[src/rtl/deque_with_min_max_tracking_unit_macros.svh]
// Assertion helpers, clocked on clock and held off during reset.
`ifndef DEQUE_WITH_MIN_MAX_TRACKING_UNIT_MACROS_SVH
`define DEQUE_WITH_MIN_MAX_TRACKING_UNIT_MACROS_SVH

`ifndef SYNTH
`define DMM_ASSERT(lbl, prop) \
   lbl: assert property (@(posedge clock) disable iff (reset) (prop)) \
      else $error("deque unit check failed");
`define DMM_ASSERT_NEXT(lbl, ante, cons) \
   lbl: assert property (@(posedge clock) disable iff (reset) (ante) |=> (cons)) \
      else $error("deque unit check failed");
`else
`define DMM_ASSERT(lbl, prop)
`define DMM_ASSERT_NEXT(lbl, ante, cons)
`endif

`endif

[src/rtl/dmm_pkg.sv]
`default_nettype none

package dmm_pkg;

   localparam int CAPACITY    = 64;
   localparam int VALUE_BITS  = 32;
   localparam int IDX_BITS    = (CAPACITY > 1) ? $clog2(CAPACITY) : 1;
   localparam int CNT_BITS    = $clog2(CAPACITY + 1);
   localparam int KIND_BITS   = 3;
   localparam int POS_BITS    = 6;
   localparam int STATUS_BITS = 2;

   // stream payload widths, rounded up to whole bytes
   localparam int REQ_DATA_BITS = ((VALUE_BITS + POS_BITS + 7) / 8) * 8;
   localparam int RSP_DATA_BITS = ((3 * VALUE_BITS + CNT_BITS + 7) / 8) * 8;

   typedef logic signed [VALUE_BITS-1:0] value_type;

   localparam value_type MIN_RESET = {1'b0, {(VALUE_BITS-1){1'b1}}};
   localparam value_type MAX_RESET = {1'b1, {(VALUE_BITS-1){1'b0}}};

   typedef enum logic [KIND_BITS-1:0] {
      KIND_PUSH_FRONT = 3'd0,
      KIND_PUSH_BACK  = 3'd1,
      KIND_POP_FRONT  = 3'd2,
      KIND_POP_BACK   = 3'd3,
      KIND_OVERWRITE  = 3'd4
   } kind_type;

   typedef enum logic [STATUS_BITS-1:0] {
      STATUS_OK    = 2'd0,
      STATUS_FULL  = 2'd1,
      STATUS_EMPTY = 2'd2,
      STATUS_RANGE = 2'd3
   } status_type;

   typedef enum logic {
      ST_IDLE = 1'b0,
      ST_SCAN = 1'b1
   } fsm_state_type;

   // per-cycle command to the cell ring
   typedef struct packed {
      logic                push_front; // every cell takes its lower neighbor, cell 0 the write data
      logic                rotate;     // every cell takes its upper neighbor, wraps
      logic                wr;         // write one cell
      logic [IDX_BITS-1:0] wr_idx;
   } ring_ctl_type;

endpackage

`default_nettype wire

[src/rtl/dmm_cell.sv]
`default_nettype none

module dmm_cell (
   input  wire logic                 clock,
   input  wire dmm_pkg::ring_ctl_type ctl,
   input  wire logic                 wr_en,
   input  wire dmm_pkg::value_type   wr_data,
   input  wire dmm_pkg::value_type   left_val,
   input  wire dmm_pkg::value_type   right_val,
   output dmm_pkg::value_type        value
);

   dmm_pkg::value_type value_ff;
   dmm_pkg::value_type value_in;

   always_comb begin
      value_in = value_ff;
      if (ctl.push_front) begin
         value_in = left_val;
      end else if (ctl.rotate) begin
         value_in = right_val;
      end else if (wr_en) begin
         value_in = wr_data;
      end
   end

   always_ff @(posedge clock) begin
      value_ff <= value_in;
   end

   assign value = value_ff;

endmodule

`default_nettype wire

[src/rtl/dmm_chain.sv]
`default_nettype none

// Ring of cells; cell 0 always holds the front entry outside a scan.
module dmm_chain (
   input  wire logic                  clock,
   input  wire dmm_pkg::ring_ctl_type ctl,
   input  wire dmm_pkg::value_type    wr_data,
   output dmm_pkg::value_type         head
);

   dmm_pkg::value_type vals [dmm_pkg::CAPACITY];

   for (genvar i = 0; i < dmm_pkg::CAPACITY; i++) begin : g_cell
      dmm_pkg::value_type left_val;
      dmm_pkg::value_type right_val;
      logic               wr_en;

      if (i == 0) begin : g_first
         assign left_val = wr_data;
      end else begin : g_mid
         assign left_val = vals[i-1];
      end

      if (i == dmm_pkg::CAPACITY - 1) begin : g_last
         assign right_val = vals[0];
      end else begin : g_inner
         assign right_val = vals[i+1];
      end

      assign wr_en = ctl.wr && (ctl.wr_idx == dmm_pkg::IDX_BITS'(i));

      dmm_cell u_cell (
         .clock     (clock),
         .ctl       (ctl),
         .wr_en     (wr_en),
         .wr_data   (wr_data),
         .left_val  (left_val),
         .right_val (right_val),
         .value     (vals[i])
      );
   end

   assign head = vals[0];

endmodule

`default_nettype wire

[config.mk]
export PLATFORM = sky130hd
export DESIGN_NAME = dmm_chain
export DESIGN_NICKNAME = d
export VERILOG_FILES = /design/src/rtl/deque_with_min_max_tracking_unit_macros.svh /design/src/rtl/dmm_pkg.sv /design/src/rtl/dmm_cell.sv /design/src/rtl/dmm_chain.sv
export SDC_FILE = /design/constraint.sdc
export NUM_CORES = 2
export LEC_CHECK = 0
export BUFFER_PORTS_ARGS = -buffer_cell sky130_fd_sc_hd__buf_2
export CAP_MARGIN = 40
export CORE_MARGIN = 10
export CORE_UTILIZATION = 28
export CTS_CLUSTER_DIAMETER = 40
export DETAILED_ROUTE_END_ITERATION = 12
export PLACE_DENSITY = 0.42
export RECOVER_POWER = 25
export SYNTH_ARGS = -nofsm -noshare
export SYNTH_HDL_FRONTEND = slang
export SYNTH_SLANG_ARGS = --single-unit
[constraint.sdc]
create_clock -name clock -period 4.1 [get_ports clock]
set_input_delay 0.41 -clock clock [delete_from_list [all_inputs] [get_ports clock]]
set_output_delay 0.41 -clock clock [all_outputs]
set_load 0.05 [all_outputs]
Yosys cells after proc, flatten, opt, wreduce, memory -nomap -nowiden
Cells that the tools add are included.
{ "classes": {"n_eq_ne": 63, "mux": 192, "n_reduce_logical": 129} }
{ "ops": {"columns": ["op", "count"], "rows": [
  ["$mux 32", 192],
  ["$eq 6x6->1 const B", 32],
  ["$reduce_bool 3->1", 64],
  ["$eq 6x5->1 const B", 16],
  ["$logic_and 1x1->1", 64],
  ["$eq 6x4->1 const B", 8],
  ["$eq 6x3->1 const B", 4],
  ["$eq 6x2->1 const B", 2],
  ["$eq 6x1->1 const B", 1],
  ["$logic_not 6->1", 1]
]} }
{ "totals": {"reg_bits": 2048, "input_bits": 42, "out_inout_bits": 32, "word_cells": 448} }

Logic depth before layout (Yosys ltp)
{ "logic_depth": {"depth_word": 5, "mapped_depth": 8, "depth_no_buf": 2} }

Cells and area by module
A second synthesis with hierarchy kept.
{ "hier_totals": {"hier_cells": 9053, "area_unflattened_um2": 107531.9} }
{ "by_module_without_submodules": {"columns": ["module", "n_inst", "cells_each", "area_per_inst_um2", "seq_area_each_um2"], "rows": [
  ["dmm_cell", 64, 140, 1672.9, 960.9],
  ["dmm_chain", 1, 93, 469.2, 0.0]
]} }

Worst setup path after synthesis
Ideal clock, no wire load.
{ "synth_path": {"path_type": "input-to-reg", "startpoint": "in ctl[1] (netlist name)", "endpoint": "reg g_cell[17].u_cell.value_ff[0], enable pin", "setup_time_ns": 0.466, "arrival_time_ns": 3.443, "path_slack_ns": 0.191, "path_stages": 2, "path_cell_list": "or4b_2 -> o21ai_0"} }
{ "synth_between": {"elab_chain_len": 3} }
{ "synth_rtl": {"columns": ["item", "line_no", "source"], "rows": [
  ["from (decl)", "dmm_chain.sv:6", "input wire dmm_pkg::ring_ctl_type ctl,"],
  ["$eq 6x5->1", "dmm_chain.sv:30", "assign wr_en = ctl.wr && (ctl.wr_idx == dmm_pkg::IDX_BITS'(i));"],
  ["$logic_and 1x1->1", "dmm_chain.sv:30", null],
  ["$reduce_bool 3->1 (no line)", null, null],
  ["to (signal assigned)", "dmm_cell.sv:28", "value_ff <= value_in;"],
  ["to (decl)", "dmm_cell.sv:13", "dmm_pkg::value_type value_ff;"]
]} }
No other way between the ends.
A chain may end at the register's enable or synchronous reset.

Worst setup path after layout
{ "layout_path": {"startpoint": "in ctl[8] (netlist name)", "endpoint": "reg g_cell[28].u_cell.value_ff[10], enable pin"} }
{ "layout_between": {"elab_chain_len": 1} }
{ "layout_rtl": {"columns": ["item", "line_no"], "rows": [
  ["$reduce_bool 3->1 (no line)", null],
  ["to (signal assigned)", "dmm_cell.sv:28"],
  ["to (decl)", "dmm_cell.sv:13"]
]} }
No other way between the ends.

==> summary.md <==
| Metric | Value |
|---|---|
| Status | complete, but fails checks |
| Violated checks | capacitance limit, slew limit |
| Clk slew on worst S/H paths | about 0.050 ns |
| Fin crit period | 3.220 ns |
| Vias in the first global route | approximately 72000 |
| Met2 wire length | 137700 um |
| Via count | 70320 |
| Cells on worst reg2reg path | 2 |
| Die footprint | 0.3995 mm2 |
| Net Sw Power | 17570 uW |
| FF+latch count, synth | 2048 |
| Yosys warnings | 0 |
| Post-CTS Setup Repair Bufs | 0 |
| DR vias/cell | 4.936 |
| Initial Util | 28.14% |
| Max FFs per register | slightly above 2000 |
| Startpoint Class | input pin |
| Clock share of power | 49.5% |
| Top Metal Used | met5 |
| Met3 WL | 15590 um |
| Pwr dens | between 500 and 600 mW/mm2 |
| FF-to-FF Start | g_cell[0].u_cell.value[16] |
| Final ANT Viol Nets | 0 |
| Sw Ratio | roughly a quarter |
| Final Instance Area | 0.1237 mm2 |
| Total track usage | 14.99% |
| Placed Area | 0.1098 mm2 |
| Post-Syn Instances | 9128 |
| Post-synthesis sequential area ratio | about three fifths |
| Clock buffer depth | 4 |
| Drt wl/cell | 22.04 um |
| Area leader, netlist | edfxtp_1 |
| Clock Sinks | around 2000 |
| Htree depth | 5 |
| Clock tree root buffer cell | clkbuf_16 |
| Clock Latency Late Sink | between 0.9 and 1 ns |
| DRT met1 WL | 152600 um |
| CP Data Required Time | 4.77 ns |
| Max Clock Freq | between 300 and 400 MHz |
| Min-Delay Path Class | in -> reg |
| Syn_nets | 9170 |
| DRT Wirelength | 314000 um |
| Final Setup Violations | 0 |
| First-pass GRT wire length | 471800 um |
| CTS Hold Buffers Added | 0 |
| Initial antenna violation count | 14 |
| Core Area | about 0.37 mm2 |
| CP endpoint kind | register |
| Top Ports | 74 |
| Pin count of the biggest net entering global routing | 250 |
| CP max stage cell | clkbuf_1 |
| Avg Inst Size Synth | 11.49 um2 |
| RSZ-0062 raised after global routing | false |
| Routability cong. | 0.7455 |
| # fillers | 37410 |
| Hold path depth | 2 |
| Top cell type's share of synthesized area | 58.64% |
| Layout Skew | 0.04679 ns |
| Leakage power total | 0.04849 uW |
| Initial DRC Count | between 5000 and 6000 |
| Area growth, synth to finish | 17.91% |
| Max_slew headroom | -121.9% |
| Final Hold Fails | 0 |
| Cells along the critical path | buf_12 > nor2_1 > clkbuf_1 > o21ai_0 > buf_12 > buf_4 |
| Post-cts resize count | 0 |
| CTS tree | built |
| Max Cap Viol | 31 |
| Critical R2R Capture | g_cell[63].u_cell.value[16] |
| Port bufs | 73 |
| Hold Startpoint | ctl[8] |
| First-pass DRT Iterations | 6 |
| DRC Markers | 0 |
| Final net count | around 9000 |
| Final HPWL DP | 198300 um |
| Setup TNS | 0 ns |
| Tightest Pin Transition | about 3.3 ns |
| Post-synthesis cell type count | 26 |
| Synth Cell Area | around 0.10 mm2 |
| R2R setup slack | 2.73 ns |
| Total gr overflow | 0 |
| Crit path top cell by count | buf_12 |
| Power Internal | just over 50000 uW |
| Crit Path Max Fanout | 124 |
| Last element of the critical path | g_cell[28].u_cell.value[10] |
| Critical path data arrival time | 3.89 ns |
| Die Y | 632.0 um |
| VDD IR max | 0.0003421 V |
| Synth area leaders | edfxtp_1 (59%), mux2i_1 (19%), o21ai_0 (8.7%), nand2_1 (7.2%), clkbuf_1 (1.6%) |
| Seq pwr share | 41.1% |
| Crit Path Class | in -> reg |
| Worst path max stage delay | 1.63 ns |
| CTS buffer count | 420 |
| Rows | ~220 |
| Share of layout cells above drive strength 1 | about a tenth |
| Die X | 632.0 um |
| Util after Layout | 33.18% |
| Final period util | 78.54% |
| Comb pwr share | 9.4% |
| Max-slew violations | 1670 |
| Critical Path Source | ctl[8] |
==> cell families (layout without fill, tap and decap cells) <==
group | Yosys count | count (layout) | share of synthesized area [%]
compound gates | 2080 | 2080 | 9.925
mux | 2048 | 2048 | 19.58
flops | 2048 | 2048 | 58.64
simple gates | 2038 | 2038 | 7.408
buf+inv | 914 | 1055 | 4.448
other cells | 0 | 5 | 0
==> synthesized netlist by cell type <==
library cell / number
buf_2: 251
buf_1: 13
o21ai_1: 254
or4b_1: 1
clkbuf_4: 2
buf_6: 35
nand4_1: 1
clkbuf_1: 447
or4b_2: 3
buf_4: 163
nor2_4: 1
edfxtp_1: 2048
nand3b_1: 2
mux2i_1: 2016
nand4bb_1: 6
nor2b_1: 1
o21ai_0: 1826
buf_8: 2
buf_12: 1
nand2_1: 2016
or3b_1: 1
nand4b_1: 4
mux2_1: 2
mux2_2: 30
or4_1: 1
nand3_1: 1
==> power groups by stage <==
stage | Sequential [uW] | Combinational (uW) | Clock, uW
6_report | 28600 | 6500 | 34400
5_1_grt | 28900 | 7290 | 36200
4_1_cts | 28600 | 6530 | 35200
3_5_place_dp | 28900 | 6500 | 0
3_3_place_gp | 28900 | 6390 | 0
2_1_floorplan | 28100 | 4620 | 0
==> cell type report <==
class / instances / area (um2) / area share [%]
antenna: 5 / 12.51 / 0.01012
clock buffer: 480 / 10840 / 8.767
clock inverter: 297 / 3378 / 2.732
multi-input combinational: 6166 / 39390 / 31.85
sequential: 2048 / 61500 / 49.73
tap: 4972 / 6221 / 5.030
timing repair buffer: 278 / 2323 / 1.879
==> how the worst min path moves through the flow <==
| stage | to | slack [ns] |
|---|---|---|
| 3_5_place_dp | g_cell[48].u_cell.value[25] | 0.54 |
| 6_report | g_cell[11].u_cell.value[10] | 0.10 |
| 4_1_cts | g_cell[11].u_cell.value[2] | 0.04 |
| 5_1_grt | g_cell[11].u_cell.value[2] | 0.08 |
| 3_3_place_gp | g_cell[36].u_cell.value[13] | 0.54 |
| 2_1_floorplan | g_cell[2].u_cell.value[0] | 0.52 |
==> metrics by stage <==
step	instances	hold slack, ns	power (uW)	worst slack (ns)
2_1_floorplan	9128	0.5192	32690	0.1913
5_1_grt	14240	0.07981	72370	0.7749
4_1_cts	14240	0.04190	70310	1.408
3_3_place_gp	13450	0.5382	35240	1.020
3_5_place_dp	13460	0.5419	35430	1.232
6_report	14250	0.1044	69440	0.8801
==> worst max-delay path: cells and delay by family <==
family                 cells  cell delay (ns)
AOI/OAI and AO/OA          1             0.53
and+or+nand+nor            1             0.36
buffers and inverters      4             2.37
==> layer usage <==
layer	global-route usage (%)	up-vias
met3	2.297	487
met2	23.06	1640
li1	-	32890
met4	4.126	14
met5	0	-
met1	21.86	35290
==> cell usage in the layout (no fill, tap or decap), types with 2 or more instances in the layout <==
cell type and count:
buf_12 33, buf_16 4, buf_2 38, buf_4 148
buf_6 2, bufinv_16 63, clkbuf_1 88, clkbuf_16 425
clkbuf_2 18, clkbuf_4 2, clkinv_1 85, clkinv_16 5
clkinv_2 80, clkinv_4 14, clkinv_8 4, clkinvlp_4 28
diode_2 5, edfxtp_1 2048, inv_16 5, inv_6 11
inv_8 2, mux2_1 2, mux2_2 30, mux2i_1 2016
nand2_1 2016, nand3b_1 2, nand4b_1 4, nand4bb_1 6
o21ai_0 1828, o21ai_1 192, o21ai_4 60, or4b_2 3
No activity file was read; power rests on OpenSTA's default activity.
